===== src/sv/fspe_pkg.sv =====
// Shared types and constants for the frustum side-plane extractor.
package fspe_pkg;

   typedef struct packed {
      logic              kind;
      logic [1:0]        row;
      logic [1:0]        col;
      logic signed [31:0] element;
      logic              compute_now;
   } req_type;

   typedef struct packed {
      logic [1:0]         plane;
      logic [1:0]         coefficient;
      logic signed [31:0] coeff_value;
      logic               degenerate;
      logic               final_res;
   } rsp_type;

   typedef enum logic [3:0] {
      S_IDLE,
      S_MAC,
      S_DRAIN,
      S_ABS,
      S_SCALE,
      S_SQ,
      S_SQRT,
      S_DSTART,
      S_DIV,
      S_EMIT
   } state_type;

   // control carried alongside a product through the multiply pipeline
   typedef struct packed {
      logic       valid;
      logic [1:0] comp;
      logic       sub;
   } mac_ctl_type;

   localparam int unsigned ACC_W      = 64;
   localparam int unsigned NORM_LIMIT = 30;
   localparam logic [5:0]  MAC_END    = 6'd32;
   localparam logic [5:0]  SQ_ISSUES  = 6'd3;
   localparam logic [5:0]  SQ_END     = 6'd4;
   localparam logic [1:0]  PLANE_LAST = 2'd3;
   localparam logic [1:0]  COEF_LAST  = 2'd3;
   localparam logic [1:0]  COL_W      = 2'd3;

endpackage


===== src/sv/fspe_mul.sv =====
// Shared signed 32x32 multiplier with registered product.
module fspe_mul (
   input  logic               clock,
   input  logic signed [31:0] op_a,
   input  logic signed [31:0] op_b,
   output logic signed [63:0] product
);
   import fspe_pkg::*;

   logic signed [63:0] product_ff;
   logic signed [63:0] product_in;

   assign product_in = op_a * op_b;

   always_ff @(posedge clock) begin
      product_ff <= product_in;
   end

   assign product = product_ff;

endmodule


===== config.mk =====
export PLATFORM = sky130hd
export DESIGN_NAME = fspe_mul
export DESIGN_NICKNAME = d
export VERILOG_FILES = /design/src/sv/fspe_pkg.sv /design/src/sv/fspe_mul.sv
export SDC_FILE = /design/constraint.sdc
export NUM_CORES = 2
export LEC_CHECK = 0
export BUFFER_PORTS_ARGS = -buffer_cell sky130_fd_sc_hd__buf_2
export CAP_MARGIN = 10
export CORE_ASPECT_RATIO = 2
export CORE_UTILIZATION = 50
export CTS_CLUSTER_DIAMETER = 200
export DETAILED_ROUTE_END_ITERATION = 10
export GPL_TIMING_DRIVEN = 0
export MAX_ROUTING_LAYER = met4
export PLACE_DENSITY = 0.66
export SLEW_MARGIN = 25
export SYNTH_ARGS = -nofsm -noshare
export SYNTH_HDL_FRONTEND = slang
export SYNTH_SLANG_ARGS = --single-unit

===== constraint.sdc =====
create_clock -name clock -period 13.5 [get_ports clock]
set_clock_uncertainty 0.1 [all_clocks]
set_input_delay 1.35 -clock clock [delete_from_list [all_inputs] [get_ports clock]]
set_output_delay 1.35 -clock clock [all_outputs]
set_load 0.03 [all_outputs]

==> flow_summary.ini <==
[cells_and_area]
largest_reg_flops = 64
layout.cells.most_common_list = sky130_fd_sc_hd__fa_1, sky130_fd_sc_hd__inv_1, sky130_fd_sc_hd__nand2_1, sky130_fd_sc_hd__and2_1, sky130_fd_sc_hd__ha_1
final_common_cell = sky130_fd_sc_hd__fa_1
area_delta_synth_final_pct = 5.78
drive_above_1_share = 0.0530
final_net_count = 5420

[critical_path]
critical_path_class = input pin to flop
kind_of_start_point_of_the_critical_path = input pin
cp-end-kind = flop
critPathSlowestCell = sky130_fd_sc_hd__fa_1
critical_path.n_buffers_inverters = 10
worst-endpoint-arrival_ns = 11.68
crit_cells = 26
timing.critical_path.mode_cell = sky130_fd_sc_hd__fa_1
crit_path_max_fanout = 10
slowest_delay_ns = 1.02
critPathRequiredTime_ns = 13.65
critical-path-top-delay-family = adder cells

[synthesis]
post_synth.cell_area_avg_um2 = 9.53
synth_top_family_by_area = adder cells
synth-compound-area-share = 0.0384
synth_ff_type = sky130_fd_sc_hd__dfxtp_1
synthesized_flop_and_latch_total = 64
asyncSetResetFlopFracSynth = 0
syn_nets = 5280
synth_cells = 3949
synth-edff-count = 0
synth.area.mux_share = 0
synth_warnings = 0
yosys.area_share.adder = 0.637
mappedNetlistArea_mm2 = 0.0376
post_synth_xor_area_fraction = 0.0172
ys_types = 70
synthSimpleGateAreaFrac = 0.157
synth.yosys.seq_area_share = 0.0340

[clock_tree]
post_cts_resize_count = 0
cts_root_buf = sky130_fd_sc_hd__clkbuf_16
cts_inserted_buffers = 9
cts.sink_count = 64
cts.reportedPaths.clkPinSlew_ns = 0.06
ctsHoldBuffers = 0
clock_tree.htree_level_count = 3
tritoncts = done
cts_setup_buffers = 0
clock_path_buffers = 2

[sta]
fin_crit_sh = 0.854
worst_pin_slew_ns = 1.27
grt_setup_unrepaired = no
hold_viol_final = 0
relSlewSlack = 0.153
period_needed_ns = 11.53
count_of_final_setup_violators = 0
timing.final.ws_setup_ns = 1.97
fmax_ghz = 0.0867
timing_max_transition_violations_final = 0
setup_total_negative_slack_ns = 0

[placed_design]
io_buffers = 128
dpl.hpwl_mm = 137
dp_slack_ns = 1.82
gp_congestion = 1.08

[detailed_routing]
antenna_left = 0
detail_route.first_pass.iterations = 6
routed_via_density = 5.83
drt_wl_total_mm = 164
vias = 29400
routedWlPerCell_um = 32.5
drc = 0
drt_iter0_markers = 1873

[global_route]
grt_antenna_before_repair = 12
globalRouteOverflowTotal = 0
pin_count_of_the_biggest_net_entering_global_routing = 23
via_count_of_the_first_global_routing_pass = 33100
grt_first_pass_wirelength_mm = 233
grtUsageTotal = 0.467

[job]
maximum_capacitance_violations = 0

[outcome]
status = complete, no violations

[die]
die-area_mm2 = 0.0764
ios = 129
die_width_um = 196
placeableCoreArea_mm2 = 0.0746
floorplan.initialDensity = 0.504
chipHeight_um = 390
rows = 142

[hold_path]
min_path_type = input pin to flop
holdPathStages = 2
-- final cells by class --
cell class	instances	area, µm²
clock buffers	11	253
diodes	16	40.0
repair buffers	129	652
flip-flops and latches	64	1280
plain buffers	214	851
well taps	936	1170
multi-input cells	2722	32000
fillers	7124	34800
inverters	949	3560
clock inverters	5	31.3
-- per-layer routing --
layer	global-route usage	vias to the layer above	share of wire
met3	0.101	1007	0.072
li1	-	11600	-
met5	-	-	0
met1	0.405	15200	0.27
met4	0.547	0	0.16
met2	0.772	1686	0.50
-- cells in the mapped netlist, types with 10 or more instances --
cell type                  count  area share
sky130_fd_sc_hd__nand3_1      17      0.0023
sky130_fd_sc_hd__and2_1      513       0.085
sky130_fd_sc_hd__ha_1        184       0.061
sky130_fd_sc_hd__dfxtp_1      64       0.034
sky130_fd_sc_hd__nand2_1     524       0.052
sky130_fd_sc_hd__inv_1       949       0.095
sky130_fd_sc_hd__xnor2_1      52       0.012
sky130_fd_sc_hd__a21o_1       33      0.0066
sky130_fd_sc_hd__buf_2        10      0.0013
sky130_fd_sc_hd__a21oi_1      63      0.0084
sky130_fd_sc_hd__nor2_1       61      0.0061
sky130_fd_sc_hd__fa_1       1082        0.58
sky130_fd_sc_hd__o21ai_0      36      0.0048
sky130_fd_sc_hd__clkbuf_1    200       0.020
sky130_fd_sc_hd__nand2b_1     13      0.0022
sky130_fd_sc_hd__nand4_1      11      0.0018
sky130_fd_sc_hd__xor2_1       22      0.0051
-- final timing paths --
check | from | end | slack [ns]
worst min-delay path | op_b[0] | product[0] | 1.18
worst max-delay path | op_a[31] | product[63] | 1.97
-- metrics by stage --
| stage | hold WS, ns | cell area, µm² | cells | utilization |
|---|---|---|---|---|
| 5_1_grt | 1.19 | 39800 | 5039 | 0.533 |
| 3_3_place_gp | 1.57 | 39400 | 5013 | 0.529 |
| 3_5_place_dp | 1.57 | 39500 | 5013 | 0.529 |
| 6_report | 1.18 | 39800 | 5046 | 0.534 |
| 4_1_cts | 1.18 | 39800 | 5029 | 0.533 |
| 2_1_floorplan | 1.38 | 37600 | 3949 | - |
-- kinds of logic after synthesis --
family | after synthesis
compound gates | 204
xor+xnor | 74
flops | 64
buf+inv | 1163
fa+ha+maj | 1266
simple gates | 1178
Power is left out: the tool's default activity adds up to more than one toggle a clock period on the data nets, which glitch-free logic cannot reach.
