[config.mk]
export PLATFORM = sky130hd
export DESIGN_NAME = fspe_sqrt
export DESIGN_NICKNAME = d
export VERILOG_FILES = /design/src/sv/fspe_pkg.sv /design/src/sv/fspe_sqrt.sv
export SDC_FILE = /design/constraint.sdc
export NUM_CORES = 1
export LEC_CHECK = 0
export BUFFER_PORTS_ARGS = -buffer_cell sky130_fd_sc_hd__buf_2
export CAP_MARGIN = 30
export CORE_MARGIN = 8
export CORE_UTILIZATION = 63
export DETAILED_ROUTE_END_ITERATION = 16
export PLACE_DENSITY = 0.82
export SLEW_MARGIN = 30
export SYNTH_ARGS = -nofsm -noshare
export SYNTH_HDL_FRONTEND = slang
export SYNTH_SLANG_ARGS = --single-unit
[constraint.sdc]
create_clock -name clock -period 7 [get_ports clock]
set_clock_uncertainty 0.1 [all_clocks]
set_input_delay 0.7 -clock clock [delete_from_list [all_inputs] [get_ports clock]]
set_output_delay 0.7 -clock clock [all_outputs]
set_load 0.1 [all_outputs]
[src/sv/fspe_pkg.sv]
// Shared types and constants for the frustum side-plane extractor.
package fspe_pkg;

   typedef struct packed {
      logic              kind;
      logic [1:0]        row;
      logic [1:0]        col;
      logic signed [31:0] element;
      logic              compute_now;
   } req_type;

   typedef struct packed {
      logic [1:0]         plane;
      logic [1:0]         coefficient;
      logic signed [31:0] coeff_value;
      logic               degenerate;
      logic               final_res;
   } rsp_type;

   typedef enum logic [3:0] {
      S_IDLE,
      S_MAC,
      S_DRAIN,
      S_ABS,
      S_SCALE,
      S_SQ,
      S_SQRT,
      S_DSTART,
      S_DIV,
      S_EMIT
   } state_type;

   // control carried alongside a product through the multiply pipeline
   typedef struct packed {
      logic       valid;
      logic [1:0] comp;
      logic       sub;
   } mac_ctl_type;

   localparam int unsigned ACC_W      = 64;
   localparam int unsigned NORM_LIMIT = 30;
   localparam logic [5:0]  MAC_END    = 6'd32;
   localparam logic [5:0]  SQ_ISSUES  = 6'd3;
   localparam logic [5:0]  SQ_END     = 6'd4;
   localparam logic [1:0]  PLANE_LAST = 2'd3;
   localparam logic [1:0]  COEF_LAST  = 2'd3;
   localparam logic [1:0]  COL_W      = 2'd3;

endpackage

[src/sv/fspe_sqrt.sv]
// Bit-serial integer square root, one result bit per cycle.
module fspe_sqrt (
   input  logic        clock,
   input  logic        reset,
   input  logic        start,
   input  logic [63:0] radicand,
   output logic        done,
   output logic [31:0] root
);
   import fspe_pkg::*;

   logic [63:0] n_ff, n_in;
   logic [63:0] res_ff, res_in;
   logic [63:0] bit_ff, bit_in;
   logic [4:0]  cnt_ff, cnt_in;
   logic        busy_ff, busy_in;
   logic        done_ff, done_in;
   logic [63:0] trial;

   always_comb begin
      trial   = res_ff + bit_ff;
      n_in    = n_ff;
      res_in  = res_ff;
      bit_in  = bit_ff;
      cnt_in  = cnt_ff;
      busy_in = busy_ff;
      done_in = 1'b0;
      if (start) begin
         n_in    = radicand;
         res_in  = '0;
         bit_in  = 64'd1 << 62;
         cnt_in  = 5'd31;
         busy_in = 1'b1;
      end else if (busy_ff) begin
         if (n_ff >= trial) begin
            n_in   = n_ff - trial;
            res_in = (res_ff >> 1) + bit_ff;
         end else begin
            res_in = res_ff >> 1;
         end
         bit_in = bit_ff >> 2;
         cnt_in = cnt_ff - 5'd1;
         if (cnt_ff == 5'd0) begin
            busy_in = 1'b0;
            done_in = 1'b1;
         end
      end
   end

   always_ff @(posedge clock) begin
      if (reset) begin
         busy_ff <= 1'b0;
         done_ff <= 1'b0;
      end else begin
         busy_ff <= busy_in;
         done_ff <= done_in;
      end
      n_ff   <= n_in;
      res_ff <= res_in;
      bit_ff <= bit_in;
      cnt_ff <= cnt_in;
   end

   assign done = done_ff;
   assign root = res_ff[31:0];

endmodule

==> results of run 1 <==
==> layout make-up <==
class	instances	area, um^2	share of cell area
clock inverters	14	136	0.00820
multi-input cells	1662	10800	0.652
flip-flops and latches	167	3990	0.240
well taps	324	405	0.0244
repair buffers	115	634	0.0381
inverters	45	169	0.0102
clock buffers	18	450	0.0271
==> worst max-delay path, stage by stage, from the launching register on <==
cell and delay, ps:
dfxtp_1 430, ha_1 300, a31o_2 270, or3_1 330
a31o_2 260, a31oi_1 330, o21ai_1 260, a21boi_1 400
o31ai_1 180, a311oi_1 430, o21ai_0 170, xnor2_1 160
ha_1 410, nand4_1 210, nor4_2 480, o2111ai_1 330
nand3_1 230, buf_4 370, a21oi_1 120, a21oi_1 140
mux2i_1 80, a2111oi_0 400
==> sequential cells by signal, indices dropped and copies added (netlist names) <==
signal   count
done         1
res_ff      64
cnt_ff       5
busy_ff      1
bit_ff      32
n_ff        64
==> layer usage <==
layer,vias to the layer above,wire length (um)
li1,7393,-
met1,7275,20100
met2,707,19500
met3,97,3780
met4,0,1070
met5,-,0
==> report_power, final <==
group	internal [mW]	leakage (nW)	total [mW]	switching, mW
clock	0.520	0.294	0.970	0.450
sequential	1.27	1.49	1.43	0.164
combinational	1.06	4.67	2.90	1.84
total	2.86	6.45	5.31	2.45
==> cell usage after synthesis, types with 20 or more instances <==
| cell type | count |
|---|---|
| a211oi_1 | 34 |
| a21o_1 | 40 |
| a21oi_1 | 132 |
| a31oi_1 | 62 |
| and2_1 | 21 |
| buf_4 | 42 |
| clkbuf_1 | 87 |
| dfxtp_1 | 103 |
| edfxtp_1 | 64 |
| ha_1 | 131 |
| inv_1 | 45 |
| mux2i_1 | 49 |
| nand2_1 | 227 |
| nand3_1 | 43 |
| nand4_1 | 45 |
| nor2_1 | 194 |
| nor3_1 | 35 |
| o21ai_0 | 181 |
| o21bai_1 | 26 |
| or3_1 | 20 |
| xnor2_1 | 85 |
| xor2_1 | 73 |
==> worst paths after layout <==
kind	end
worst max-delay path	res_ff[55]$_SDFFE_PP0P_
worst min-delay path	busy_ff$_SDFF_PP0_
worst max register to register	res_ff[55]$_SDFFE_PP0P_
worst min register to register	cnt_ff[4]$_SDFFE_PP1P_
==> cells by family after synthesis <==
logic type                 synth area share
adders and majority gates             0.106
xor gates and xnor gates             0.0882
muxes                                0.0341
DFF                                   0.254
buffers and inverters                0.0554
and+or+nand+nor                       0.202
AOI/OAI and AO/OA                     0.261
==> through the flow <==
step	instances	power, mW	hold WS [ps]
2_1_floorplan	2015	3.64	363
3_3_place_gp	2313	4.21	382
3_5_place_dp	2313	4.26	384
4_1_cts	2345	5.24	310
5_1_grt	2345	5.67	308
6_report	2345	5.31	317
==> results.md, run 1 <==
- Max frequency: ~150 MHz
- Area contributors post-synth: dfxtp_1 13%, edfxtp_1 12%, ha_1 10%
- CTS Buf Count: 17
- Filler Cell Count: between 2,000 and 2,500
- Diode count: 0
- Dominant cell type by area after synthesis: dfxtp_1
- Layout Nets: 2,207
- Slew headroom: 0.475
- Period utilisation layout: 0.932
- Global-route wire length before repair: 73,400 um
- Met3 Use GR: 0.0579
- Port bufs: slightly below 100
- Post-DP HPWL: between 30,000 and 40,000 um
- Initial Util: 0.643
- Busiest grt layer: met2
- Layout cells sized above 1: 0.0910
- Hold Fails Final Rpt: 0
- Max-cap violations: 0
- Fin worst setup slack: between 400 and 500 ps
- Crit end category: register
- Worst Setup Start Kind: register
- CTS tree: built
- Fin. max-slew vios: 0
- Met2 Usage GRT: 0.448
- Worst Hold Depth: 2
- Crit path from: res_ff[2]$_SDFFE_PP0P_
- Required time worst endpoint: a little over 7000 ps
- Number of H-tree levels: 4
- Placed cell area: around 16,000 um^2
- Avg Inst Size Synth: approximately 7.8 um^2
- Most frequent cells in the layout: 227 x nand2_1, 194 x nor2_1, 181 x o21ai_0
- Total setup buffers inserted after CTS: 0
- Crit Path Class: register to register
- Setup slack, reg-to-reg: 470 ps
- Ports: 100
- Post-Syn Area: around 16,000 um^2
- Yosys warns: 0
- PwrDens: between 300 and 400 nW/um^2
- Post-synth EDFFs: 64
- 1st-pass router iterations: 5
- Tot GR Track Use: 0.289
- CTS clock-pin slew for the worst setup and hold paths: approximately 70 ps
- Routability cong.: between 0.9 and 1
- Post-synthesis sequential area ratio: 0.254
- Synth cell types: 81
- Post-route ant nets: 0
- Post-DR vias/cell: about 6.6
- CTS Buffer Depth: 2
- Crit Path Max Fanout: 24
- Synth top area share: 0.131
- Vias: between 15,000 and 20,000
- CTS Hold Bufs: 0
- Pre-CTS WS: between 200 and 300 ps
- Post-route DRC violation count: 0
- Setup-failing EPs final: 0
- Max VDD drop: around 0.00019 V
- Post-Syn Instances: 2,015
- Worst reg-to-reg path cell count: 21
- FF+latch count, synth: ~170
- Clk_lat worst skew: roughly 450 ps
- Hold Crit Class: input port to register
- Clock Tree Root: clkbuf_16
- Tmin final: roughly 6500 ps
- Layout area overhead: 6.00%
- Vias in the first global route: ~15,000
- Design Area, Final: approximately 17,000 um^2
- Synthesized net count: 2,214
- Core area: approximately 24,000 um^2
- Critical Path AT: slightly below 7000 ps
- Hold_sp: reset
- Global route overflow: 0
- Top FF cell, synth: dfxtp_1
- Met1 usage: 0.399
- Die area: around 30,000 um^2
- Util after Layout: 0.682
- Drt first-iter violations: around 1,700
- Leakage Power: 6.45 nW
- Most common cell after layout, fill and taps aside: nand2_1
- Reg-to-Reg Start: res_ff[2]$_SDFFE_PP0P_
- WL/cell: between 15 and 20 um
- Final wirelength: about 44,000 um
- CTS resizes: 0
- Largest net degree at the start of global routing: between 70 and 80
- Die W: 174 um
- Initial antenna violation count: 0
- Clk sink count: between 150 and 200
- Die height: around 170 um
- Status: finished clean
- RSZ-0062 raised after global routing: false
- Fin Setup TNS: 0 ps
- Ys async rst share: 0
- Worst Max-Slew Pin Slew: 788 ps
- Number of core rows: 57
Power figures use the tool's default switching activity.
==> run 2: changes to the inputs <==
--- a/config.mk
+++ b/config.mk
@@ -10,6 +10,7 @@
 export CORE_MARGIN = 8
 export CORE_UTILIZATION = 63
 export DETAILED_ROUTE_END_ITERATION = 16
+export GPL_TIMING_DRIVEN = 0
 export PLACE_DENSITY = 0.82
 export SLEW_MARGIN = 30
 export SYNTH_ARGS = -nofsm -noshare
==> run 2 against run 1 <==
Compared with the run above:
- largest cell class unchanged
- cell count up 5.3%
- final area up 4.1%
- count of clock-buffer cells in the layout up 2
- power up 5.4%
- sequential power about the same
- combinational power up 9.0%
- routed wire length up 20%
- non-clock buffer count up 124
- die area unchanged
==> results.md, run 2 (synthesis results as in run 1) <==
- CTS clock-pin slew for the worst setup and hold paths: around 80 ps
- Post-route DRC violation count: 0
- Number of H-tree levels: 4
- Largest net degree at the start of global routing: 37
- PwrDens: around 320 nW/um^2
- Diode count: 0
- Post-DR vias/cell: between 6 and 7
- Initial antenna violation count: 0
- Worst Setup Start Kind: register
- Global route overflow: 0
- Routability cong.: 0.952
- Vias: approximately 17,000
- Max frequency: ~150 MHz
- Clk_lat worst skew: around 450 ps
- CP top delay family: compound AO/OA/AOI/OAI gates
- Status: finished clean
- Tot GR Track Use: 0.339
- Util after Layout: 0.710
- Layout area overhead: 10.3%
- RSZ-0062 raised after global routing: false
- Hold Crit Class: input port to register
- Critical Path AT: 7040 ps
- Core area: approximately 24,000 um^2
- Max-cap violations: 0
- Crit Path Max Fanout: 10
- Period utilisation layout: 0.970
- Required time worst endpoint: between 7000 and 8000 ps
- Worst Max-Slew Pin Slew: 1070 ps
- Crit end category: register
- Die height: 174 um
- 1st-pass router iterations: 6
- Clk sink count: about 170
- Buf+Inv Stages, Crit Path: 1
- Hold_sp: reset
- Tmin final: between 6000 and 7000 ps
- Drt first-iter violations: approximately 2,000
- Hold worst-path end: busy_ff$_SDFF_PP0_
- Clock Tree Root: clkbuf_16
- Post-Place Cells: between 2,000 and 2,500
- Port bufs: 98
- Post-route ant nets: 0
- Setup-failing EPs final: 0
- Slew headroom: 0.289
- Crit path cell chain: ha_1 -> a31o_2 -> or3_1 -> a31o_2 -> a31oi_2 -> o21ai_1 -> a21boi_2 -> o31ai_1 -> a311oi_2 -> xor2_1 -> ha_1 -> nand4_1 -> or3_1 -> nor2_1 -> and3_1 -> a211oi_2 -> nand3_2 -> clkbuf_1 -> o21ai_0 -> xnor2_1 -> a211oi_1
- Fin worst setup slack: approximately 210 ps
- WL/cell: between 20 and 25 um
- Reg-to-Reg Start: res_ff[2]$_SDFFE_PP0P_
- Layout Nets: between 2,000 and 2,500
- Worst reg-to-reg path cell count: 21
- Max stage delay on crit path: about 560 ps
- Regs by FF count: n_ff x64, res_ff x64, bit_ff x32
- Leakage Power: 6.81 nW
- CTS Hold Bufs: 0
- Final Power: approximately 5.6 mW
- Die area: 30,200 um^2
- FF-to-FF End: res_ff[23]$_SDFFE_PP0P_
- Global-route wire length before repair: approximately 84,000 um
- Vias in the first global route: about 15,000
- CTS Buffer Depth: 2
- Post-route insts no fill: roughly 2,500
- Number of core rows: 57
- Pre-CTS WS: -410 ps
- Most common cell after layout, fill and taps aside: nand2_1
- Post-DP HPWL: around 40,000 um
- Initial Util: 0.643
- CTS Buf Count: 17
- CP max-delay cell: clkbuf_1
- Max VDD drop: about 0.00023 V
- Die W: about 170 um
- Fin. max-slew vios: 0
- Setup slack, reg-to-reg: ~210 ps
- CTS tree: built
- Hold Fails Final Rpt: 0
- Most frequent cells in the layout: 227 x nand2_1, 194 x nor2_1, 179 x o21ai_0
- Ports: 100
- Final wirelength: around 53,000 um
- Layout cells sized above 1: 0.109
- Worst Hold Depth: 2
- Crit Path Class: register to register
run 2: cell count changes in the layout (fill, tap and decap cells not counted), sizes merged:
cell and delta:
inv +2, or2 +1, buf +39, clkbuf +87
clkinv -4
run 2: cell type report:
cell class                      count  area (um^2)
Fill cell                        2065         7090
Clock inverter                     12          128
Clock buffer                       20          489
Inverter                           45          169
Timing Repair Buffer              101          526
Buffer                            138          702
Sequential cell                   167         3980
Multi-Input combinational cell   1663        10900
Tap cell                          324          405
run 2: layer usage:
layer / global-route usage / routed length [um]
met1: 0.461 / 22500
met2: 0.510 / 22800
met3: 0.0697 / 5610
met4: 0.150 / 2250
met5: 0 / 0
run 2: where the power goes:
group	internal (mW)	switching (mW)
registers	1.27	0.134
clock network	0.556	0.475
logic	1.10	2.06
run 2: how the worst max path moves through the flow:
stage,startpoint,end,cells after the start,slack (ps)
after floorplan,res_ff[2]$_SDFFE_PP0P_,n_ff[0]$_DFFE_PP_,20,1110
after global placement,res_ff[2]$_SDFFE_PP0P_,n_ff[36]$_DFFE_PP_,20,-940
after detailed placement,res_ff[2]$_SDFFE_PP0P_,n_ff[33]$_DFFE_PP_,21,-410
after CTS,res_ff[2]$_SDFFE_PP0P_,n_ff[33]$_DFFE_PP_,21,8
after global routing,res_ff[2]$_SDFFE_PP0P_,res_ff[29]$_SDFFE_PP0P_,22,50
final,res_ff[2]$_SDFFE_PP0P_,res_ff[23]$_SDFFE_PP0P_,21,210
run 2: repair_timing:
| action | 4_1_cts | 5_1_grt |
|---|---|---|
| setup endpoints to repair | 105 | 128 |
| pin swaps | 0 | 1 |
| gates cloned | 1 | 0 |
| buffers inserted | 0 | 2 |
| resized for setup | 8 | 13 |
run 2: stage by stage:
step | TNS, ps | hold slack (ps) | area, um^2
2_1_floorplan | 0 | 363 | 15700
3_3_place_gp | -60400 | 382 | 16600
3_5_place_dp | -20570 | 391 | 16600
4_1_cts | 0 | 324 | 17300
5_1_grt | 0 | 347 | 17300
6_report | 0 | 321 | 17300
