## config.mk

```make
export PLATFORM = sky130hd
export DESIGN_NAME = fspe_div
export DESIGN_NICKNAME = d
export VERILOG_FILES = /design/src/sv/fspe_pkg.sv /design/src/sv/fspe_div.sv
export SDC_FILE = /design/constraint.sdc
export NUM_CORES = 1
export LEC_CHECK = 0
export ABC_AREA = 1
export BUFFER_PORTS_ARGS = -buffer_cell sky130_fd_sc_hd__buf_2
export CORE_UTILIZATION = 35
export CTS_BUF_LIST = sky130_fd_sc_hd__clkbuf_4
export DETAILED_ROUTE_END_ITERATION = 16
export SETUP_SLACK_MARGIN = 0.2
export SLEW_MARGIN = 20
export SYNTH_ARGS = -nofsm -noshare
export SYNTH_HDL_FRONTEND = slang
export SYNTH_SLANG_ARGS = --single-unit
```

## constraint.sdc

```tcl
create_clock -name clock -period 3.05 [get_ports clock]
set_input_delay 0.7625 -clock clock [delete_from_list [all_inputs] [get_ports clock]]
set_output_delay 0.7625 -clock clock [all_outputs]
set_load 0.005 [all_outputs]
```

## src/sv/fspe_pkg.sv

```systemverilog
// Shared types and constants for the frustum side-plane extractor.
package fspe_pkg;

   typedef struct packed {
      logic              kind;
      logic [1:0]        row;
      logic [1:0]        col;
      logic signed [31:0] element;
      logic              compute_now;
   } req_type;

   typedef struct packed {
      logic [1:0]         plane;
      logic [1:0]         coefficient;
      logic signed [31:0] coeff_value;
      logic               degenerate;
      logic               final_res;
   } rsp_type;

   typedef enum logic [3:0] {
      S_IDLE,
      S_MAC,
      S_DRAIN,
      S_ABS,
      S_SCALE,
      S_SQ,
      S_SQRT,
      S_DSTART,
      S_DIV,
      S_EMIT
   } state_type;

   // control carried alongside a product through the multiply pipeline
   typedef struct packed {
      logic       valid;
      logic [1:0] comp;
      logic       sub;
   } mac_ctl_type;

   localparam int unsigned ACC_W      = 64;
   localparam int unsigned NORM_LIMIT = 30;
   localparam logic [5:0]  MAC_END    = 6'd32;
   localparam logic [5:0]  SQ_ISSUES  = 6'd3;
   localparam logic [5:0]  SQ_END     = 6'd4;
   localparam logic [1:0]  PLANE_LAST = 2'd3;
   localparam logic [1:0]  COEF_LAST  = 2'd3;
   localparam logic [1:0]  COL_W      = 2'd3;

endpackage

```

## src/sv/fspe_div.sv

```systemverilog
// Restoring divider giving floor(mag * 2^FRAC_BITS / divisor), saturating at 2^31.
module fspe_div #(
   parameter int unsigned FRAC_BITS = 16
) (
   input  logic        clock,
   input  logic        reset,
   input  logic        start,
   input  logic [63:0] mag,
   input  logic [31:0] divisor,
   output logic        done,
   output logic [31:0] quot
);
   import fspe_pkg::*;

   localparam int unsigned DVD_W = 64 + FRAC_BITS;
   localparam int unsigned HI_W  = DVD_W - 31;

   logic [DVD_W-1:0] dvd;
   logic [HI_W-1:0]  dvd_hi;
   logic             sat;
   logic [31:0]      rem_ff, rem_in;
   logic [30:0]      low_ff, low_in;
   logic [30:0]      q_ff, q_in;
   logic             sat_ff, sat_in;
   logic [4:0]       cnt_ff, cnt_in;
   logic             busy_ff, busy_in;
   logic             done_ff, done_in;
   logic [32:0]      trial;

   assign dvd    = {mag, {FRAC_BITS{1'b0}}};
   assign dvd_hi = dvd[DVD_W-1:31];
   // quotient reaches 2^31 exactly when bits 31 and up already hold the divisor
   assign sat    = dvd_hi >= HI_W'(divisor);

   always_comb begin
      trial   = {rem_ff, low_ff[30]};
      rem_in  = rem_ff;
      low_in  = low_ff;
      q_in    = q_ff;
      sat_in  = sat_ff;
      cnt_in  = cnt_ff;
      busy_in = busy_ff;
      done_in = 1'b0;
      if (start) begin
         rem_in  = sat ? 32'd0 : dvd_hi[31:0];
         low_in  = dvd[30:0];
         q_in    = '0;
         sat_in  = sat;
         cnt_in  = 5'd30;
         busy_in = 1'b1;
      end else if (busy_ff) begin
         if (trial >= {1'b0, divisor}) begin
            rem_in = 32'(trial - {1'b0, divisor});
            q_in   = {q_ff[29:0], 1'b1};
         end else begin
            rem_in = trial[31:0];
            q_in   = {q_ff[29:0], 1'b0};
         end
         low_in = {low_ff[29:0], 1'b0};
         cnt_in = cnt_ff - 5'd1;
         if (cnt_ff == 5'd0) begin
            busy_in = 1'b0;
            done_in = 1'b1;
         end
      end
   end

   always_ff @(posedge clock) begin
      if (reset) begin
         busy_ff <= 1'b0;
         done_ff <= 1'b0;
      end else begin
         busy_ff <= busy_in;
         done_ff <= done_in;
      end
      rem_ff <= rem_in;
      low_ff <= low_in;
      q_ff   <= q_in;
      sat_ff <= sat_in;
      cnt_ff <= cnt_in;
   end

   assign done = done_ff;
   assign quot = sat_ff ? 32'h8000_0000 : {1'b0, q_ff};

endmodule

```

==> results of run 1 <==
==> how the worst max path moves through the flow <==
stage                    startpoint              endpoint  slack, ns  cells past startpoint
2_1_floorplan           divisor[28]  rem_ff[26]$_DFFE_PP_       0.58                     13
3_3_place_gp             divisor[0]  rem_ff[28]$_DFFE_PP_     -0.002                     16
3_5_place_dp             divisor[0]  rem_ff[28]$_DFFE_PP_      -0.02                     16
4_1_cts        low_ff[30]$_DFFE_PP_  rem_ff[28]$_DFFE_PP_       0.36                     16
5_1_grt        low_ff[30]$_DFFE_PP_  rem_ff[28]$_DFFE_PP_       0.25                     16
6_report       low_ff[30]$_DFFE_PP_  rem_ff[28]$_DFFE_PP_       0.42                     16
==> cells in the mapped netlist (3+ instances only) <==
library cell	n
buf_4	3
nor2_2	3
inv_1	213
nor4_1	5
clkbuf_1	20
a21o_1	3
a21oi_1	32
edfxtp_1	48
nand2_1	380
nand3b_1	31
o21ai_0	12
ha_1	65
buf_2	7
and2_1	4
nand2_2	7
dfxtp_1	38
buf_6	5
nand4_1	49
nand3_1	80
nor3_1	6
o22ai_1	30
nor2_1	103
xnor2_1	14
==> worst register-to-register path: cells and delay by family (launching register included) <==
family | cells | cell delay, ns
adder cells (fa/ha/maj) | 2 | 0.60
buffers and inverters | 2 | 0.17
flip-flops | 1 | 0.43
AND/OR/NAND/NOR | 12 | 1.22
==> flip-flops by register name, indices dropped and copies added, names as in the netlist <==
| register | cells |
|---|---|
| q_ff | 31 |
| busy_ff | 1 |
| done | 1 |
| rem_ff | 32 |
| sat_ff | 1 |
| cnt_ff | 5 |
| low_ff | 15 |
==> final cells by class <==
type | count | area share [%]
Clock buffer | 9 | 0.7641
Timing Repair Buffer | 160 | 10.30
Clock inverter | 7 | 1.005
Sequential cell | 86 | 24.90
Multi-Input combinational cell | 839 | 49.88
Antenna cell | 3 | 0.08490
Inverter | 216 | 9.169
Tap cell | 275 | 3.891
==> layer usage <==
| metal | vias up | wire length, um | global-route usage [%] |
|---|---|---|---|
| met5 | - | 0 | 0 |
| li1 | 4047 | - | - |
| met1 | 3421 | 11110 | 28.65 |
| met4 | 0 | 406 | 5.663 |
| met2 | 150 | 10230 | 34.51 |
| met3 | 17 | 916 | 3.110 |
==> per-stage QoR <==
step                worst slack (ns)  instance area (um2)  util (%)
floorplan                     0.5787                 7612         -
global placement           -0.001739                 8673     41.00
detailed placement          -0.02319                 8673     41.00
CTS                           0.3565                 8830     41.74
global route                  0.2486                 8837     41.78
finish                        0.4191                 8842     41.80
==> report_power, final <==
part	switching, mW	internal (mW)	leakage (nW)	total [mW]
sequential	0.0851	1.44	0.810	1.53
clock	0.547	0.205	0.0833	0.752
combinational	1.65	0.997	3.90	2.65
==> cell families after synthesis <==
| logic type | after synthesis | share of synthesized area [%] |
|---|---|---|
| compound gates | 83 | 6.296 |
| buf+inv | 252 | 13.18 |
| simple gates | 676 | 39.03 |
| xor+xnor | 14 | 1.611 |
| flops | 86 | 28.93 |
| fa+ha+maj | 66 | 10.95 |
==> timing repair <==
action,in CTS,in global routing
gates resized for setup,0,1
endpoints found under the setup margin,0,1
endpoints found under the hold margin,0,0
==> impl_results.md, run 1 <==
* Status: finished, final reports clean
* Power per cell area at 557.3 mW/mm2
* Max Clk Rate at between 300 and 400 MHz
* Slowest CP cell: fa_1
* Num CTS Buffers at 9
* Max Cap Viol at 0
* DR iter-0 viols at approximately 470
* Final hold violations at 0
* CP top delay family: simple AND/OR/NAND/NOR gates
* WL final at around 23 mm
* Worst vdd ir at 310.2 uV
* Vias in the first global route at 7308
* CP Data Arrival Time at 2.90 ns
* Crit-path cells: inv_1, ha_1, inv_1, fa_1, nand3_1, nand3_2, nand2_1, nand2_1, nand2_1, nand2_1, nand2_1, nand2_1, nand2_1, nand3_1, nand2_1, nand2_1
* Synthesized instance count at 1177
* Commonest non-fill, non-tap cell in the layout: nand2_1
* Crit start category: flip-flop
* FFs w/ async S/R, synth at 0%
* Hold Startpoint: reset
* Non-filler cells, final at 1595
* Min Tclk post-route at 2.631 ns
* CTS sink cnt at between 80 and 90
* Total Routing Usage GR at 21.05%
* Syn-to-layout area delta at 16.18%
* LEAKAGE at 4.789 nW
* RSZ-0062 raised after global routing: no
* Grt total ovfl at 0
* Sequential cell area fraction in the yosys report at 28.93%
* Core ar. at about 0.021 mm2
* Slew headroom at 54.51%
* Initial antenna violation count at 1
* Most frequent cells in the layout: nand2_1, inv_1, buf_2
* Slowest stage delay, CP at 0.46 ns
* Ys flop type: edfxtp_1
* Synth Register Bits at 86
* Worst R2R End: rem_ff[28]$_DFFE_PP_
* Area occupied by multi-input gates at 0.004410 mm2
* Synth top area cells: edfxtp_1, nand2_1, ha_1
* RD Place Congestion at 0.9543
* Post-layout nets at 1477
* Fill count at approximately 2300
* Hold Worst Slack at 0.4264 ns
* Buf+Inv Stages, Crit Path at 2
* WHS Endpoint: done$_SDFF_PP0_
* Starting Density at between 30% and 40%
* Register area at 0.002202 mm2
* Drt pass-1 iters at 5
* Vias at 7635
* WL/cell at 14.20 um
* H-tree depth at 3
* Share of cells above drive strength 1 at 15.03%
* Detail Placement HPWL at 18.05 mm
* Ys Warns at 0
* Worst-margin pin slew at slightly below 0.7 ns
* Kind of critical path: reg -> reg
* Reg2reg setup slack at 0.42 ns
* Slew Viols, Final at 0
* Num rows at 53
* Setup TNS at 0 ns
* Hold Path Depth at 2
* Detail Route Antenna Nets at 0
* CTS Buffer Depth at 2
* DR vias/cell at 4.787
* Die extent in y at 149.5 um
* Worst Path Required at approximately 3.3 ns
* Later-pin clock latency in the skew report at ~0.5 ns
* Clock-pin slew on the worst setup and hold paths at 0.18 ns
* Mapped Nets at approximately 1300
* Hold Crit Class: in -> reg
* Pin count of the biggest net entering global routing at 34
* EDFF count, synth at 48
* Average size of a mapped cell at 6.466 um2
* Placed insts at 1576
* CTS Hold Bufs at 0
* Period utilization at between 80% and 90%
* Drc violations at 0
* CP most frequent cell: nand2_1
* Critical path capture point type: flip-flop
* Synth top area share at about a fifth
* Mapped cell area at 0.007611 mm2
* Clk root buf: clkbuf_4
* Critical path fanouts, max at 4
* Top-Level Pins at 132
* PortBufs at 131
* Worst reg2reg path depth at 16
* Postcts setup bufs at 0
* Die area at 0.02234 mm2
* Setup Viol. Count Final at 0
* CTS tree: yes
* Final Skew at 0.02142 ns
* Yosys cell types at 38
* Area leader, netlist: edfxtp_1
* Tot Pwr at 4.928 mW
* R2r startpoint: low_ff[30]$_DFFE_PP_
* Die width at 149.5 um
* First-pass GRT wire length at between 30 and 40 mm
(Power assumes the default switching activity.)
==> run 2: changes to the inputs <==
--- a/config.mk
+++ b/config.mk
@@ -7,6 +7,7 @@
 export LEC_CHECK = 0
 export ABC_AREA = 1
 export BUFFER_PORTS_ARGS = -buffer_cell sky130_fd_sc_hd__buf_2
+export CORE_ASPECT_RATIO = 0.8
 export CORE_UTILIZATION = 35
 export CTS_BUF_LIST = sky130_fd_sc_hd__clkbuf_4
 export DETAILED_ROUTE_END_ITERATION = 16
@@ -15,3 +16,4 @@
 export SYNTH_ARGS = -nofsm -noshare
 export SYNTH_HDL_FRONTEND = slang
 export SYNTH_SLANG_ARGS = --single-unit
+export TNS_END_PERCENT = 1
==> run 2 against run 1 <==
Via count decreased by 0.85%. Count of clock-buffer cells in the layout stayed put. Register-to-register slack better by 0.05 ns. First-iteration DRC count up 9.7%. Core utilization about the same. Critical endpoint unchanged. Largest cell class unchanged.
==> impl_results.md, run 2 (synthesized netlist as in run 1, its figures left out) <==
* Drt pass-1 iters at 5 (unchanged)
* CP Data Arrival Time at 2.83 ns (-0.07 ns)
* Status: finished, final reports clean
* Setup TNS at 0 ns (unchanged)
* Final hold violations at 0 (unchanged)
* Period utilization at 84.77% (-1.5 points)
* LEAKAGE at 4.753 nW (-0.75%)
* Critical path capture point type: flip-flop
* Share of cells above drive strength 1 at 14.63% (-0.40 points)
* Max Cap Viol at 0 (unchanged)
* Largest regs: rem_ff: 32 flops, q_ff: 31 flops, low_ff: 15 flops
* Vias in the first global route at 7230 (-1.1%)
* Worst-margin pin slew at 0.5898 ns (-0.09150 ns)
* CTS tree: yes
* Detail Placement HPWL at 17.99 mm (-0.32%)
* Top reg by flops: rem_ff
* Worst vdd ir at 249.5 uV (-20%)
* CP top delay family: simple AND/OR/NAND/NOR gates
* Post_cts resized at 0 (unchanged)
* Fill count at 2275 (-1.8%)
* Final Skew at 0.02417 ns (+0.002749 ns)
* Largest register FFs at 32 (unchanged)
* WL final at 22.35 mm (-1.4%)
* Top-Level Pins at 132 (unchanged)
* DR iter-0 viols at 511 (+9.7%)
* Detail Route Antenna Nets at 0 (unchanged)
* Pin count of the biggest net entering global routing at 49 (+44%)
* Crit-path cells: inv_1, ha_1, inv_1, fa_1, nand3_1, nand3_1, nand2_1, nand2_1, nand2_1, nand2_1, nand2_1, nand2_1, nand2_1, nand3_1, nand2_1, nand2_1
* Setup Viol. Count Final at 0 (unchanged)
* RD Place Congestion at 0.9374 (-1.8%)
* First-pass GRT wire length at 36.97 mm (+0.64%)
* Slowest CP cell: fa_1
* Worst path depth at 16 (unchanged)
* Starting Density at 36.25% (+0.27 points)
* Worst Path Required at 3.30 ns (-0.02 ns)
* Die width at 166.9 um (+12%)
* Die area at 0.02234 mm2 (about the same)
* Power per cell area at 554.8 mW/mm2 (-0.46%)
* Core ar. at 0.02099 mm2 (-0.76%)
* Crit start category: flip-flop
* Post-layout nets at 1472 (-0.34%)
* Worst reg2reg path depth at 16 (unchanged)
* Num rows at 47 (-11%)
* Vias at 7570 (-0.85%)
* Hold Crit Class: in -> reg
* Die extent in y at 133.9 um (-10%)
* Slew Viols, Final at 0 (unchanged)
* Grt total ovfl at 0 (unchanged)
* DR vias/cell at 4.785 (about the same)
* Reg2reg setup slack at 0.46 ns (+0.05 ns)
* Crit path launch: low_ff[30]$_DFFE_PP_
* Num CTS Buffers at 9 (unchanged)
* Hold Worst Slack at 0.4715 ns (+0.04509 ns)
* H-tree depth at 3 (unchanged)
* R2r startpoint: low_ff[30]$_DFFE_PP_
* Initial antenna violation count at 1 (unchanged)
* Slowest stage delay, CP at 0.46 ns (about the same)
* Kind of critical path: reg -> reg
* Drc violations at 0 (unchanged)
* Slew headroom at 60.68% (+6.2 points)
* RSZ-0062 raised after global routing: no
* Postcts setup bufs at 0 (unchanged)
* CTS Hold Bufs at 0 (unchanged)
* Max Clk Rate at 386.8 MHz (+1.8%)
* Buf+Inv Stages, Crit Path at 2 (unchanged)
* Critical path fanouts, max at 4 (unchanged)
* Clock-pin slew on the worst setup and hold paths at 0.17 ns (about the same)
* CTS Buffer Depth at 2 (unchanged)
* Clk root buf: clkbuf_4
* CP most frequent cell: nand2_1
* Syn-to-layout area delta at 15.21%
* Critical Path Sink: rem_ff[28]$_DFFE_PP_
* Commonest non-fill, non-tap cell in the layout: nand2_1
* Later-pin clock latency in the skew report at 0.48 ns (-0.02 ns)
* PortBufs at 131 (unchanged)
* Min Tclk post-route at 2.586 ns (-0.04530 ns)
* WL/cell at 14.12 um (-0.55%)
* Most frequent cells in the layout: nand2_1, inv_1, buf_2
* CTS sink cnt at 86 (unchanged)
* Total Routing Usage GR at 20.63% (-0.43 points)
* Worst R2R End: rem_ff[28]$_DFFE_PP_
==> run 2: changes by cell type in the layout (fill, tap and decap cells not counted), moves of 2 or more <==
cell and change:
diode_2 -2, buf_4 -5, clkinv_8 -3, inv_8 +2
==> run 2: report_power, final <==
group / total [mW] / switching [mW] / leakage, nW / internal [mW]
Sequential: 1.53 / 0.0880 / 0.810 / 1.44
Clock: 0.698 / 0.503 / 0.0744 / 0.195
Combinational: 2.64 / 1.65 / 3.87 / 0.982
Total: 4.86 / 2.25 / 4.75 / 2.62
==> run 2: cell type report <==
class                      instances  area (um2)  share of cell area, %
clock buffer                       9       67.56                 0.7705
inverter                         216       810.8                  9.247
timing repair buffer             155       873.3                  9.960
antenna                            1       2.502                0.02854
multi-input combinational        839        4405                  50.24
clock inverter                     7       70.07                 0.7991
tap                              269       336.6                  3.838
sequential                        86        2202                  25.11
==> run 2: worst min-delay path by stage <==
stage	from	slack, ns	endpoint	depth (start not counted)
2_1_floorplan	cnt_ff[4]$_SDFFE_PP1P_	0.44	done$_SDFF_PP0_	1
3_3_place_gp	cnt_ff[0]$_SDFFE_PP0P_	0.45	cnt_ff[0]$_SDFFE_PP0P_	2
3_5_place_dp	cnt_ff[4]$_SDFFE_PP1P_	0.46	done$_SDFF_PP0_	1
4_1_cts	reset	0.42	done$_SDFF_PP0_	2
5_1_grt	reset	0.44	done$_SDFF_PP0_	2
6_report	reset	0.47	done$_SDFF_PP0_	2
==> run 2: stage by stage <==
stage | util, % | setup slack [ns] | instance area [um2] | total power [mW] | std cells
finish | 41.77 | 0.4644 | 8768 | 4.865 | 1582
floorplan | - | 0.5787 | 7612 | 3.456 | 1177
detailed placement | 41.10 | 0.02214 | 8628 | 4.162 | 1565
global route | 41.75 | 0.2356 | 8766 | 5.329 | 1581
global placement | 41.10 | 0.05117 | 8628 | 4.135 | 1565
CTS | 41.75 | 0.4564 | 8766 | 4.892 | 1581
==> run 2: layer usage <==
metal / GRT usage (%) / part of all wire (%) / routed length (um) / up-vias
li1: - / - / - / 4021
met1: 30.46 / 53 / 11830 / 3376
met2: 31.78 / 42 / 9349 / 160
met3: 3.275 / 4.6 / 1020 / 13
met4: 3.447 / 0.67 / 150 / 0
met5: 0 / 0 / 0 / -
==> run 3: changes to the inputs <==
==> constraint.sdc (replaced) <==
create_clock -name clock -period 2.3 [get_ports clock]
set_input_delay 0.575 -clock clock [delete_from_list [all_inputs] [get_ports clock]]
set_output_delay 0.575 -clock clock [all_outputs]
set_load 0.005 [all_outputs]
==> run 3 against run 2 <==
Register-to-register slack worse by 0.40 ns. Critical endpoint is now rem_ff[16]$_DFFE_PP_. Count of clock-buffer cells in the layout stayed put. Critical path type unchanged. Hold slack worse by 0.21 ns. Largest cell class unchanged. Critical path depth is 3 lower.
==> impl_results.md, run 3 (synthesized netlist as in run 1, its figures left out) <==
* Placed Instance Area at 0.009915 mm2 (+15%)
* Total Routing Usage GR at 21.73% (+1.1 points)
* Die width at 166.9 um (unchanged)
* Detail Placement HPWL at 19.37 mm (+7.7%)
* Pin count of the biggest net entering global routing at 48 (-2.0%)
* RSZ-0062 raised after global routing: yes
* CTS Hold Bufs at 0 (unchanged)
* Share of cells above drive strength 1 at 29.09% (+14 points)
* WL final at 24.03 mm (+7.5%)
* Core ar. at 0.02099 mm2 (unchanged)
* Hold Path Depth at 2 (unchanged)
* Largest regs: rem_ff: 32 flops, q_ff: 31 flops, low_ff: 15 flops
* Top reg by flops: rem_ff
* Initial antenna violation count at 1 (unchanged)
* Hold Startpoint: reset
* M1 WL at 12.39 mm (+4.7%)
* Drt pass-1 iters at 5 (unchanged)
* Vias at 8184 (+8.1%)
* Starting Density at 36.25% (unchanged)
* Design area at 0.01045 mm2 (+19%)
* Worst Path Required at 2.55 ns (-0.75 ns)
* WL/cell at 13.99 um (-0.93%)
* CTS tree: yes
* Placed insts at 1687 (+7.8%)
* Max Clk Rate at 446.5 MHz (+15%)
* Slew headroom at 38.34% (-22 points)
* Worst-margin pin slew at 0.9239 ns (+0.3341 ns)
* Num CTS Buffers at 9 (unchanged)
* Post-layout nets at 1607 (+9.2%)
* Clk root buf: clkbuf_4
* R2r startpoint: rem_ff[4]$_DFFE_PP_
* Setup Viol. Count Final at 0 (unchanged)
* Worst vdd ir at 289.8 uV (+16%)
* RD Place Congestion at 0.9741 (+3.9%)
* Vias in the first global route at 7748 (+7.2%)
* DR vias/cell at 4.766 (-0.39%)
* H-tree depth at 3 (unchanged)
* WHS Endpoint: done$_SDFF_PP0_
* Grt total ovfl at 0 (unchanged)
* Max Cap Viol at 0 (unchanged)
* First-pass GRT wire length at 38.76 mm (+4.9%)
* Wire length on met3 at 1.553 mm (+52%)
* Most frequent cells in the layout: nand2_1, inv_1, buf_4
* Slew Viols, Final at 0 (unchanged)
* Clock-pin slew on the worst setup and hold paths at 0.16 ns (about the same)
* CTS Buffer Depth at 2 (unchanged)
* Die extent in y at 133.9 um (unchanged)
* Commonest non-fill, non-tap cell in the layout: nand2_1
* Min Tclk post-route at 2.240 ns (-0.3459 ns)
* Largest register FFs at 32 (unchanged)
* Worst reg2reg path depth at 13 (-3)
* Status: finished, final reports clean
* Non-filler cells, final at 1717 (+8.5%)
* Die area at 0.02234 mm2 (unchanged)
* Num rows at 47 (unchanged)
* Worst R2R End: rem_ff[16]$_DFFE_PP_
* Top-Level Pins at 132 (unchanged)
* Later-pin clock latency in the skew report at 0.49 ns (about the same)
* DR iter-0 viols at 545 (+6.7%)
* Detail Route Antenna Nets at 0 (unchanged)
* Hold Crit Class: in -> reg
* DR top layer: met4
* Critical path fanouts, max at 4 (unchanged)
* CP Data Arrival Time at 2.49 ns (-0.34 ns)
* Setup TNS at 0 ns (unchanged)
* CTS sink cnt at 86 (unchanged)
* Drc violations at 0 (unchanged)
* LEAKAGE at 5.468 nW (+15%)
* Final Util at 49.78% (+8.0 points)
* PortBufs at 131 (unchanged)
* Syn-to-layout area delta at 37.32%
* Period utilization at 97.38% (+13 points)
* Hold Worst Slack at 0.2570 ns (-0.2145 ns)
* Power per cell area at 757.9 mW/mm2 (+37%)
* Met2 wire length at 9.704 mm (+3.8%)
* Final hold violations at 0 (unchanged)
* Crit start category: flip-flop
* Final Skew at 0.01965 ns (-0.004520 ns)
* Kind of critical path: reg -> reg
* Reg2reg setup slack at 0.06 ns (-0.40 ns)
* Critical path capture point type: flip-flop
* Fill count at 2144 (-5.8%)
==> run 3: cell count changes in the layout (fill, tap and decap cells not counted), sizes merged <==
cell,delta
buf,+134
clkbuf,+1
clkinv,+1
clkinvlp,-1
==> run 3: per-stage QoR <==
stage | power, mW | setup slack (ns)
final | 7.921 | 0.06031
after global routing | 8.580 | -0.05127
after CTS | 7.683 | 0.05019
after detailed placement | 6.598 | -0.4667
after global placement | 6.545 | -0.4274
after floorplan | 4.899 | 0.1298
==> run 3: how the worst max path moves through the flow <==
stage	start	end	slack, ns	cells past startpoint
after floorplan	divisor[16]	rem_ff[26]$_DFFE_PP_	0.13	15
after global placement	divisor[27]	rem_ff[18]$_DFFE_PP_	-0.43	14
after detailed placement	divisor[27]	rem_ff[13]$_DFFE_PP_	-0.47	14
after CTS	low_ff[30]$_DFFE_PP_	rem_ff[30]$_DFFE_PP_	0.05	16
after global routing	low_ff[30]$_DFFE_PP_	rem_ff[10]$_DFFE_PP_	-0.05	12
final	rem_ff[4]$_DFFE_PP_	rem_ff[16]$_DFFE_PP_	0.06	13
==> run 3: critical path, cell delays in order, from the launching register on <==
cell and delay, ns:
edfxtp_1 0.50, ha_4 0.33, nand2_2 0.07, nor2_2 0.17, buf_4 0.16, nand2_4 0.06, buf_4 0.13, buf_4 0.12
a21oi_1 0.16, o21ai_0 0.10, nand2_1 0.06, nand2_1 0.04, nand3_1 0.06, nand2_1 0.05
==> run 3: layout make-up <==
type | count | area, um2 | area share, %
multi-input combinational | 839 | 5011 | 47.95
sequential | 86 | 2202 | 21.07
timing repair buffer | 290 | 1939 | 18.56
inverter | 216 | 810.8 | 7.758
tap | 269 | 336.6 | 3.220
clock inverter | 7 | 81.33 | 0.7782
clock buffer | 9 | 67.56 | 0.6465
antenna | 1 | 2.502 | 0.02394
==> run 3: where the power goes <==
part           internal [mW]  leakage, nW  switching (mW)
logic                   2.32         4.58            2.58
registers               1.92        0.810           0.175
clock network          0.267       0.0809           0.662
total                   4.51         5.47            3.42
==> run 3: routing by layer <==
| metal | up-vias | global-route usage, % |
|---|---|---|
| li1 | 4299 | - |
| met3 | 23 | 4.161 |
| met5 | - | 0 |
| met1 | 3641 | 31.97 |
| met4 | 0 | 5.710 |
| met2 | 221 | 32.12 |
==> run 3: what timing repair did <==
action                                  CTS  global route
pin swaps                                12            14
setup buffers                             9             3
resized for setup                        19            47
gates cloned                              0             1
endpoints found under the setup margin   33            34
